**src/rtl/core/stt_pkg.sv**
```systemverilog
// Shared types and constants for the source text tokenizer.
`timescale 1ns / 1ps

package stt_pkg;

    // Keyword buffer size in bytes and the resulting word width
    localparam int KEYWORD_BYTES = 8;
    localparam int WORD_BITS     = 8 * KEYWORD_BYTES;

    // Command queue between the front and back parts
    localparam int QUEUE_DEPTH = 4;
    localparam int QPTR_W      = $clog2(QUEUE_DEPTH);
    localparam int QCNT_W      = $clog2(QUEUE_DEPTH + 1);

    // Token slots carried by one command: pending flush, byte token or final word flush, end
    localparam int SLOTS = 3;

    // Token kinds (keywords take 0 through 7 in table order)
    localparam logic [4:0] KIND_IDENT   = 5'd8;
    localparam logic [4:0] KIND_NUMBER  = 5'd9;
    localparam logic [4:0] KIND_PLUS    = 5'd10;
    localparam logic [4:0] KIND_MINUS   = 5'd11;
    localparam logic [4:0] KIND_STAR    = 5'd12;
    localparam logic [4:0] KIND_SLASH   = 5'd13;
    localparam logic [4:0] KIND_EQUAL   = 5'd14;
    localparam logic [4:0] KIND_COMMA   = 5'd15;
    localparam logic [4:0] KIND_SEMI    = 5'd16;
    localparam logic [4:0] KIND_LPAREN  = 5'd17;
    localparam logic [4:0] KIND_RPAREN  = 5'd18;
    localparam logic [4:0] KIND_LBRACE  = 5'd19;
    localparam logic [4:0] KIND_RBRACE  = 5'd20;
    localparam logic [4:0] KIND_UNKNOWN = 5'd21;
    localparam logic [4:0] KIND_END     = 5'd22;

    // Characters with a role of their own
    localparam logic [7:0] CH_NEWLINE    = 8'h0A;
    localparam logic [7:0] CH_UNDERSCORE = 8'h5F;
    localparam logic [7:0] CH_SPACE      = 8'h20;
    localparam logic [7:0] CH_TAB        = 8'h09;
    localparam logic [7:0] CH_CR         = 8'h0D;

    // Keywords packed first byte lowest: function if while return int float bool string
    localparam logic [WORD_BITS-1:0] KW_WORDS [KEYWORD_BYTES] = '{
        64'h6E6F6974_636E7566,
        64'h00000000_00006669,
        64'h00000065_6C696877,
        64'h00006E72_75746572,
        64'h00000000_00746E69,
        64'h00000074_616F6C66,
        64'h00000000_6C6F6F62,
        64'h0000676E_69727473
    };

    // One input request
    typedef struct packed {
        logic [7:0] ch;
        logic       last;
    } stt_in_t;

    // One output token
    typedef struct packed {
        logic [4:0]  kind;
        logic [15:0] line;
        logic [15:0] start_res;
        logic [15:0] length;
        logic [7:0]  char_code;
        logic        run_last;
    } stt_out_t;

    // One token slot of a command
    typedef struct packed {
        logic [4:0]  kind;
        logic [15:0] line;
        logic [15:0] start_res;
        logic [15:0] length;
        logic [7:0]  char_code;
    } stt_slot_t;

    // Command from front to back: up to three tokens in emit order
    typedef struct packed {
        logic [SLOTS-1:0]            slot_v;
        stt_slot_t [SLOTS-1:0]       slot;
    } stt_cmd_t;

    // Kind of a finished identifier or number
    function automatic logic [4:0] word_kind(
        input logic                 is_ident,
        input logic [WORD_BITS-1:0] word,
        input logic                 overflow
    );
        logic [4:0] kind;
        kind = KIND_NUMBER;
        if (is_ident) begin
            kind = KIND_IDENT;
            if (!overflow) begin
                for (int k = KEYWORD_BYTES - 1; k >= 0; k--) begin
                    if (word == KW_WORDS[k]) begin
                        kind = 5'(k);
                    end
                end
            end
        end
        return kind;
    endfunction

    // Kind of a single byte that is neither whitespace nor a word or digit
    function automatic logic [4:0] byte_kind(input logic [7:0] c);
        logic [4:0] kind;
        case (c)
            8'h2B:   kind = KIND_PLUS;
            8'h2D:   kind = KIND_MINUS;
            8'h2A:   kind = KIND_STAR;
            8'h2F:   kind = KIND_SLASH;
            8'h3D:   kind = KIND_EQUAL;
            8'h2C:   kind = KIND_COMMA;
            8'h3B:   kind = KIND_SEMI;
            8'h28:   kind = KIND_LPAREN;
            8'h29:   kind = KIND_RPAREN;
            8'h7B:   kind = KIND_LBRACE;
            8'h7D:   kind = KIND_RBRACE;
            default: kind = KIND_UNKNOWN;
        endcase
        return kind;
    endfunction

endpackage

```
**src/rtl/core/stt_front.sv**
```systemverilog
// Front part: accepts bytes, tracks token state and builds token commands.
`timescale 1ns / 1ps

module stt_front #(
    parameter int OFFSET_WIDTH = 16,
    parameter int LINE_WIDTH   = 16
) (
    input  logic              clk,
    input  logic              rst_n,
    input  logic              src_valid,
    output logic              src_stall,
    input  stt_pkg::stt_in_t  src_data,
    input  logic              q_full,
    output logic              q_push,
    output stt_pkg::stt_cmd_t q_cmd
);

    typedef enum logic [1:0] {
        M_IDLE,
        M_IDENT,
        M_NUMBER
    } mode_t;

    mode_t                            mode_reg, mode_next;
    logic [OFFSET_WIDTH-1:0]          start_reg, start_next;
    logic [OFFSET_WIDTH-1:0]          len_reg, len_next;
    logic [stt_pkg::WORD_BITS-1:0]    word_reg, word_next;
    logic                             ovf_reg, ovf_next;
    logic [LINE_WIDTH-1:0]            line_reg, line_next;
    logic [OFFSET_WIDTH-1:0]          offset_reg, offset_next;

    logic       accept;
    logic [7:0] c;
    logic       is_letter, is_digit, is_space, is_word, used;

    assign src_stall = q_full;
    assign accept    = src_valid && !q_full;

    // Classify the incoming byte
    always_comb
    begin
        c         = src_data.ch;
        is_letter = (c >= 8'h41 && c <= 8'h5A) || (c >= 8'h61 && c <= 8'h7A);
        is_digit  = (c >= 8'h30 && c <= 8'h39);
        is_space  = (c == stt_pkg::CH_SPACE)
                    || (c >= stt_pkg::CH_TAB && c <= stt_pkg::CH_CR);
        is_word   = is_letter || is_digit || (c == stt_pkg::CH_UNDERSCORE);
        used      = (mode_reg == M_IDENT && is_word) || (mode_reg == M_NUMBER && is_digit);
    end

    // Work out next token state and the tokens this byte causes
    always_comb
    begin
        mode_next   = mode_reg;
        start_next  = start_reg;
        len_next    = len_reg;
        word_next   = word_reg;
        ovf_next    = ovf_reg;
        line_next   = line_reg;
        offset_next = offset_reg;
        q_cmd       = '0;

        // Close a pending word on a byte that cannot extend it
        if (mode_reg != M_IDLE && !used) begin
            q_cmd.slot_v[0]           = 1'b1;
            q_cmd.slot[0].kind        = stt_pkg::word_kind(mode_reg == M_IDENT,
                                                           word_reg, ovf_reg);
            q_cmd.slot[0].line        = 16'(line_reg);
            q_cmd.slot[0].start_res   = 16'(start_reg);
            q_cmd.slot[0].length      = 16'(len_reg);
            mode_next                 = M_IDLE;
        end

        if (used) begin
            // Extend the current word
            if (mode_reg == M_IDENT) begin
                if (len_reg < OFFSET_WIDTH'(stt_pkg::KEYWORD_BYTES)) begin
                    word_next[{len_reg[2:0], 3'b000} +: 8] = c;
                end else begin
                    ovf_next = 1'b1;
                end
            end
            if (len_reg != '1) begin
                len_next = len_reg + 1'b1;
            end
        end else if (is_space) begin
            if (c == stt_pkg::CH_NEWLINE && line_reg != '1) begin
                line_next = line_reg + 1'b1;
            end
        end else if (is_letter || c == stt_pkg::CH_UNDERSCORE) begin
            mode_next  = M_IDENT;
            start_next = offset_reg;
            len_next   = OFFSET_WIDTH'(1);
            word_next  = stt_pkg::WORD_BITS'(c);
            ovf_next   = 1'b0;
        end else if (is_digit) begin
            mode_next  = M_NUMBER;
            start_next = offset_reg;
            len_next   = OFFSET_WIDTH'(1);
        end else begin
            q_cmd.slot_v[1]         = 1'b1;
            q_cmd.slot[1].kind      = stt_pkg::byte_kind(c);
            q_cmd.slot[1].line      = 16'(line_reg);
            q_cmd.slot[1].start_res = 16'(offset_reg);
            q_cmd.slot[1].length    = 16'd1;
            q_cmd.slot[1].char_code = c;
        end

        if (offset_reg != '1) begin
            offset_next = offset_reg + 1'b1;
        end

        // Flush on the final byte, add the end token, then start over
        if (src_data.last) begin
            if (mode_next != M_IDLE) begin
                q_cmd.slot_v[1]         = 1'b1;
                q_cmd.slot[1].kind      = stt_pkg::word_kind(mode_next == M_IDENT,
                                                             word_next, ovf_next);
                q_cmd.slot[1].line      = 16'(line_next);
                q_cmd.slot[1].start_res = 16'(start_next);
                q_cmd.slot[1].length    = 16'(len_next);
                q_cmd.slot[1].char_code = 8'd0;
            end
            q_cmd.slot_v[2]         = 1'b1;
            q_cmd.slot[2].kind      = stt_pkg::KIND_END;
            q_cmd.slot[2].line      = 16'(line_next);
            q_cmd.slot[2].start_res = 16'(offset_next);
            mode_next   = M_IDLE;
            start_next  = '0;
            len_next    = '0;
            word_next   = '0;
            ovf_next    = 1'b0;
            line_next   = LINE_WIDTH'(1);
            offset_next = '0;
        end

        q_push = accept && (q_cmd.slot_v != '0);
    end

    // Hold token state; advance it on each accepted byte
    always_ff @(posedge clk or negedge rst_n)
    begin
        if (!rst_n) begin
            mode_reg   <= M_IDLE;
            start_reg  <= '0;
            len_reg    <= '0;
            word_reg   <= '0;
            ovf_reg    <= 1'b0;
            line_reg   <= LINE_WIDTH'(1);
            offset_reg <= '0;
        end else if (accept) begin
            mode_reg   <= mode_next;
            start_reg  <= start_next;
            len_reg    <= len_next;
            word_reg   <= word_next;
            ovf_reg    <= ovf_next;
            line_reg   <= line_next;
            offset_reg <= offset_next;
        end
    end

endmodule

```
**src/rtl/core/stt_queue.sv**
```systemverilog
// Short command queue between the front and back parts.
`timescale 1ns / 1ps

module stt_queue (
    input  logic                        clk,
    input  logic                        rst_n,
    input  logic                        push,
    input  stt_pkg::stt_cmd_t           push_cmd,
    output logic                        full,
    input  logic                        pop,
    output logic                        head_valid,
    output stt_pkg::stt_cmd_t           head_cmd,
    output logic [stt_pkg::QCNT_W-1:0]  level
);

    stt_pkg::stt_cmd_t                 mem [stt_pkg::QUEUE_DEPTH];
    logic [stt_pkg::QPTR_W-1:0]        wr_ptr_reg, rd_ptr_reg;
    logic [stt_pkg::QCNT_W-1:0]        count_reg;

    assign full       = (count_reg == stt_pkg::QCNT_W'(stt_pkg::QUEUE_DEPTH));
    assign head_valid = (count_reg != '0);
    assign head_cmd   = mem[rd_ptr_reg];
    assign level      = count_reg;

    // Store pushed commands
    always_ff @(posedge clk)
    begin
        if (push) begin
            mem[wr_ptr_reg] <= push_cmd;
        end
    end

    // Advance pointers and fill level
    always_ff @(posedge clk or negedge rst_n)
    begin
        if (!rst_n) begin
            wr_ptr_reg <= '0;
            rd_ptr_reg <= '0;
            count_reg  <= '0;
        end else begin
            if (push) begin
                wr_ptr_reg <= wr_ptr_reg + 1'b1;
            end
            if (pop) begin
                rd_ptr_reg <= rd_ptr_reg + 1'b1;
            end
            if (push && !pop) begin
                count_reg <= count_reg + 1'b1;
            end else if (pop && !push) begin
                count_reg <= count_reg - 1'b1;
            end
        end
    end

endmodule

```
**src/rtl/core/stt_back.sv**
```systemverilog
// Back part: sends command tokens one per cycle unless stalled, via an output register.
`timescale 1ns / 1ps

module stt_back (
    input  logic              clk,
    input  logic              rst_n,
    input  logic              head_valid,
    input  stt_pkg::stt_cmd_t head_cmd,
    output logic              pop,
    output logic              tok_valid,
    input  logic              tok_stall,
    output stt_pkg::stt_out_t tok_data
);

    logic [stt_pkg::SLOTS-1:0] sent_reg, sent_next;
    logic                      out_valid_reg, out_valid_next;
    stt_pkg::stt_out_t         out_data_reg, out_data_next;

    logic [stt_pkg::SLOTS-1:0] remaining, pick;
    logic                      final_slot, load;
    stt_pkg::stt_slot_t        slot_sel;

    assign tok_valid = out_valid_reg;
    assign tok_data  = out_data_reg;

    // Pick the earliest unsent slot of the head command
    always_comb
    begin
        remaining  = head_cmd.slot_v & ~sent_reg;
        pick       = remaining & (~remaining + 1'b1);
        final_slot = (remaining == pick);
        case (pick)
            3'b001:  slot_sel = head_cmd.slot[0];
            3'b010:  slot_sel = head_cmd.slot[1];
            3'b100:  slot_sel = head_cmd.slot[2];
            default: slot_sel = head_cmd.slot[0];
        endcase
        load = head_valid && (!out_valid_reg || !tok_stall);
        pop  = load && final_slot;

        sent_next      = sent_reg;
        out_valid_next = out_valid_reg;
        out_data_next  = out_data_reg;
        if (load) begin
            out_valid_next          = 1'b1;
            out_data_next.kind      = slot_sel.kind;
            out_data_next.line      = slot_sel.line;
            out_data_next.start_res = slot_sel.start_res;
            out_data_next.length    = slot_sel.length;
            out_data_next.char_code = slot_sel.char_code;
            out_data_next.run_last  = final_slot;
            sent_next = final_slot ? '0 : (sent_reg | pick);
        end else if (!tok_stall) begin
            out_valid_next = 1'b0;
        end
    end

    // Hold the output token until taken
    always_ff @(posedge clk or negedge rst_n)
    begin
        if (!rst_n) begin
            sent_reg      <= '0;
            out_valid_reg <= 1'b0;
        end else begin
            sent_reg      <= sent_next;
            out_valid_reg <= out_valid_next;
        end
    end

    always_ff @(posedge clk)
    begin
        out_data_reg <= out_data_next;
    end

endmodule

```
**src/rtl/core/source_text_tokenizer.sv**
```systemverilog
// Top level of the source text tokenizer: front, command queue and back.
`timescale 1ns / 1ps

// Channel  Handshake              Payload                Moves
// src      src_valid / src_stall  stt_pkg::stt_in_t      one source byte per request
// tok      tok_valid / tok_stall  stt_pkg::stt_out_t     one token per request
//
// The front takes one byte per cycle while the four-entry command queue has room.
// The back sends one token per cycle while tok_stall is low; a byte that causes two or three tokens
// (pending word flush, symbol, end of text) has them sent in turn from its one queue entry.
// Reset returns line to 1 and offset to 0; the final byte does the same after its end token.
// A stalled output fills the queue; src_stall then rises until a command drains.

module source_text_tokenizer #(
    parameter int OFFSET_WIDTH = 16,
    parameter int LINE_WIDTH   = 16
) (
    input  logic              clk,
    input  logic              rst_n,
    input  logic              src_valid,
    output logic              src_stall,
    input  stt_pkg::stt_in_t  src_data,
    output logic              tok_valid,
    input  logic              tok_stall,
    output stt_pkg::stt_out_t tok_data
);

    logic                        q_full, q_push, q_pop, q_head_valid;
    stt_pkg::stt_cmd_t           q_cmd, q_head_cmd;
    logic [stt_pkg::QCNT_W-1:0]  q_level;

    stt_front #(
        .OFFSET_WIDTH (OFFSET_WIDTH),
        .LINE_WIDTH   (LINE_WIDTH)
    ) u_front (
        .clk       (clk),
        .rst_n     (rst_n),
        .src_valid (src_valid),
        .src_stall (src_stall),
        .src_data  (src_data),
        .q_full    (q_full),
        .q_push    (q_push),
        .q_cmd     (q_cmd)
    );

    stt_queue u_queue (
        .clk        (clk),
        .rst_n      (rst_n),
        .push       (q_push),
        .push_cmd   (q_cmd),
        .full       (q_full),
        .pop        (q_pop),
        .head_valid (q_head_valid),
        .head_cmd   (q_head_cmd),
        .level      (q_level)
    );

    stt_back u_back (
        .clk        (clk),
        .rst_n      (rst_n),
        .head_valid (q_head_valid),
        .head_cmd   (q_head_cmd),
        .pop        (q_pop),
        .tok_valid  (tok_valid),
        .tok_stall  (tok_stall),
        .tok_data   (tok_data)
    );

    // End token always closes the run of its byte
    assert property (@(posedge clk) disable iff (!rst_n)
        tok_valid && tok_data.kind == stt_pkg::KIND_END |-> tok_data.run_last)
        else $error("end token without run_last");

    // End token carries no length and no character
    assert property (@(posedge clk) disable iff (!rst_n)
        tok_valid && tok_data.kind == stt_pkg::KIND_END
            |-> tok_data.length == 16'd0 && tok_data.char_code == 8'd0)
        else $error("end token with length or code");

    // The final byte always leaves a command queued
    assert property (@(posedge clk) disable iff (!rst_n)
        src_valid && !src_stall && src_data.last |=> q_level != '0)
        else $error("final byte left no command");

    // Queue never written while full
    assert property (@(posedge clk) disable iff (!rst_n)
        !(q_push && q_full))
        else $error("queue overflow");

endmodule

```
**config.mk**
```make
export PLATFORM = sky130hd
export DESIGN_NAME = source_text_tokenizer
export DESIGN_NICKNAME = d
export VERILOG_FILES = /design/src/rtl/core/stt_pkg.sv /design/src/rtl/core/stt_front.sv /design/src/rtl/core/stt_queue.sv /design/src/rtl/core/stt_back.sv /design/src/rtl/core/source_text_tokenizer.sv
export SDC_FILE = /design/constraint.sdc
export NUM_CORES = 1
export LEC_CHECK = 0
export CAP_MARGIN = 20
export CORE_MARGIN = 2
export CORE_UTILIZATION = 66
export DETAILED_ROUTE_END_ITERATION = 10
export DONT_BUFFER_PORTS = 1
export HOLD_SLACK_MARGIN = 0.02
export PLACE_DENSITY_LB_ADDON = 0.25
export RECOVER_POWER = 25
export REMOVE_ABC_BUFFERS = 1
export SLEW_MARGIN = 15
export SYNTH_ARGS = -nofsm -noshare
export SYNTH_HDL_FRONTEND = slang
export SYNTH_SLANG_ARGS = --single-unit
```
**constraint.sdc**
```tcl
create_clock -name clk -period 11.6 [get_ports clk]
set_clock_uncertainty 0.15 [all_clocks]
set_input_delay 1.16 -clock clk [delete_from_list [all_inputs] [get_ports clk]]
set_output_delay 1.16 -clock clk [all_outputs]
set_load 0.05 [all_outputs]
```
==> flow_summary.toml <==
[sta]
slew_headroom_pct = -140
tns_ns = 0
hold_viol_final = 0
grt_setup_unrepaired = "false"
layout_worst_path_cycle_share_pct = 58.8
clock.fmax_ghz = 0.147
min_period_ns = 6.82
setup_viol = 0
finalMaxSlewViolations = 247
worstMarginPinSlew_ns = 3.59

[clocking]
cts_resized = 0
ctsHoldBuffers = 0
clkTransAtPathRegs_ns = 0.06
clkLatencyLatePin_ns = 0.63
post_cts_buffers = 0
root_buffer = "clkbuf_16"
cts_made_buffers = 79
cts_htree_levels = 3
clkSinkCount = 796
cts_max_path_buffers = 3
cts_tree = "built"

[synth]
avgSynthCellArea_um2 = 14.3
synthFlopType = "edfxtp_1"
syn_area_mm2 = 0.0351
ys_types = 91
ys_ff_latch = 796
synth-edff-count = 654
synth_cells = 2453
synthArstFlopShare_pct = 17.8
ys_seq_area_share_pct = 66.1
yosys_warnings = 0

[power]
internal-power_mw = 6.14
p_comb_share_pct = 23.8
sequentialPowerShare_pct = 48.2
p_per_area_mw_per_mm2 = 243
power.net_switching_mw = 3.15
ir_worst_vdd_mv = 0.188
fin_total_pwr_mw = 9.29
p_clk_share_pct = 28.0
netSwitchingFraction_pct = 33.9
p_leak_nw = 13.4

[place]
port_buffers = 0
globalplace.congestion = 1.00
dp_hpwl_um = 53300

[setup_path]
r2r_setup_slack_ns = 4.78
criticalPathCategory = "flip-flop to flip-flop"
cp.arrival_ns = 7.15
startpoint_type = "flip-flop"
r2r_cells = 6
r2r_end = "u_front.ovf_reg"
cp.required_ns = 11.93
crit_slowest_cell = "clkbuf_1"
max_stage_delay_ns = 1.94
regToRegStartpoint = "u_queue.level[0]"
crit_chain = "nor3b_1, nand2b_1, clkbuf_1, nor2_1, nand2_1, o21ai_0"
endpoint_kind = "flip-flop"
crit_fanout = 53

[die]
dieArea_mm2 = 0.0550
die_y_um = 235
start_util_pct = 66.7
dieWidth_um = 235
rows = 84
core_area_mm2 = 0.0526
io_pins = 77

[finish]
fin_nets = 2421
largest_reg_flops = 592
area_delta_synth_final_pct = 8.96
fillers = 3216
drive_gt1_share_pct = 14.1

[global_routing]
grt.overflow.total = 0
gr-usage-all-layers_pct = 33.8
grt_pass1_vias = 22400
grt_max_degree = 143
grt_pass1_wl_um = 138000
antenna_found_initial = 3

[outcome]
status = "complete, but fails checks"
violations = "capacitance limit, slew limit"

[detailed_routing]
drt_iter0_drc = 2883
via_per_inst = 7.10
first_pass_iters = 6
wl_per_cell_um = 28.8
num_vias = 22400
final_antenna_net_count = 0
routed_wl_um = 90700
drc = 0

[flow_run]
maxCapViolCount = 6

[min_path]
holdCritPathClass = "primary input to async pin"
-- critical path, delay by kind of cell (launching register included) --
kind	cells	cell delay [ns]
simple gates	4	4.01
compound gates	1	0.11
flops	1	0.44
buf+inv	1	1.94
-- stage by stage --
step / setup slack (ns) / util [%] / area [um2] / hold slack [ns] / instances
after floorplan: 2.53 / - / 34400 / 0.304 / 2282
after global placement: 5.66 / 67.7 / 35600 / 0.319 / 2999
after detailed placement: 5.56 / 67.7 / 35600 / 0.322 / 3000
after CTS: 6.11 / 72.8 / 38200 / 0.0606 / 3147
after global routing: 4.59 / 72.7 / 38200 / 0.0665 / 3148
final: 4.78 / 72.7 / 38200 / 0.0848 / 3149
-- cell families after synthesis --
family	count (synthesis)	share of synthesized area, %
compound gates	432	8.06
simple gates	818	12.3
mux	164	9.97
flops	796	66.1
fa+ha+maj	15	0.549
buf+inv	194	2.14
xor+xnor	34	0.849
-- Yosys cell counts, types with 4 or more instances --
library cell | number | area share [%]
nand2_1 | 236 | 2.5
nand4_1 | 43 | 0.77
nand3b_1 | 6 | 0.13
a22o_1 | 24 | 0.60
or4_4 | 6 | 0.19
a31oi_1 | 4 | 0.071
xnor2_1 | 15 | 0.37
inv_1 | 22 | 0.24
o21ai_0 | 146 | 2.1
buf_1 | 17 | 0.18
or2_2 | 11 | 0.20
and2_1 | 72 | 1.3
mux2i_1 | 15 | 0.43
ha_1 | 13 | 0.46
xor2_1 | 19 | 0.47
and3_1 | 61 | 1.1
nor4_2 | 4 | 0.14
o22ai_1 | 13 | 0.23
nand3_1 | 74 | 1.1
nor3_1 | 53 | 0.76
nand4b_1 | 7 | 0.17
nand2b_1 | 10 | 0.18
nor3_2 | 5 | 0.14
a21oi_1 | 76 | 1.1
a22oi_1 | 60 | 1.3
nor2_1 | 122 | 1.3
nor3b_1 | 10 | 0.21
o21a_1 | 17 | 0.36
clkbuf_1 | 144 | 1.5
nor4bb_1 | 4 | 0.11
o21ai_1 | 10 | 0.14
buf_2 | 8 | 0.11
and4b_1 | 4 | 0.11
or3_1 | 13 | 0.23
o211ai_1 | 8 | 0.17
mux4_2 | 148 | 9.5
and4_1 | 10 | 0.25
dfrtp_1 | 141 | 10
a221o_1 | 32 | 0.91
nor2b_1 | 16 | 0.29
nor4_1 | 26 | 0.46
or4_1 | 4 | 0.086
edfxtp_1 | 654 | 56
-- per-layer routing --
metal  track usage (%)  wire length (um)  vias up
met5                 0                 0        -
met1              46.7             35200    11300
li1                  -                 -     9459
met4              13.9              3470        0
met2              54.1             44200     1318
met3              6.00              7790      236
-- cells in the final DEF (no fill, tap or decap), drive strengths merged, types with 11 or more instances in the layout --
master | synthesis | final
edfxtp | 654 | 654
nand2 | 238 | 238
o21ai | 157 | 157
mux4 | 148 | 148
dfrtp | 141 | 141
nor2 | 123 | 123
clkbuf | 144 | 103
a21oi | 76 | 76
nand3 | 74 | 74
and2 | 72 | 72
and3 | 61 | 61
a22oi | 60 | 60
nor3 | 59 | 59
nand4 | 43 | 43
clkinv | 1 | 34
a221o | 32 | 32
nor4 | 31 | 31
buf | 27 | 26
inv | 22 | 26
a22o | 24 | 24
xor2 | 19 | 19
o21a | 17 | 17
nor2b | 16 | 16
mux2i | 15 | 15
xnor2 | 15 | 15
or2 | 15 | 15
or3 | 14 | 14
o22ai | 13 | 13
ha | 13 | 13
nor3b | 11 | 11
-- final cells by class --
| type | count | area [um2] | area share, % |
|---|---|---|---|
| timing repair buffer | 31 | 226 | 0.593 |
| inverter | 23 | 86.3 | 0.226 |
| multi-input combinational | 1463 | 11200 | 29.3 |
| sequential | 796 | 23200 | 60.7 |
| antenna | 1 | 2.50 | 0.00655 |
| clock buffer | 98 | 2100 | 5.50 |
| clock inverter | 49 | 552 | 1.44 |
| tap | 688 | 861 | 2.25 |
-- power by group through the flow --
stage                     registers (mW)  clock network (mW)  logic (mW)
after floorplan                     4.59                   0        1.53
after global placement              4.49                   0        2.15
after detailed placement            4.52                   0        2.19
after CTS                           4.47                2.63        2.21
after global routing                4.53                2.74        2.36
final                               4.47                2.60        2.22
-- how the worst max path moves through the flow --
stage,from,to,slack (ns),cells after the start
2_1_floorplan,u_queue.rd_ptr_reg[0],u_back.tok_data[25],2.53,5
3_3_place_gp,src_data[2],u_queue.mem[3][24],5.66,9
3_5_place_dp,src_data[2],u_queue.mem[3][24],5.56,9
4_1_cts,src_data[2],u_queue.mem[3][31],6.11,9
5_1_grt,u_queue.level[0],u_front.len_reg[14],4.59,5
6_report,u_queue.level[0],u_front.ovf_reg,4.78,6
No activity file was read; power rests on OpenSTA's default activity.
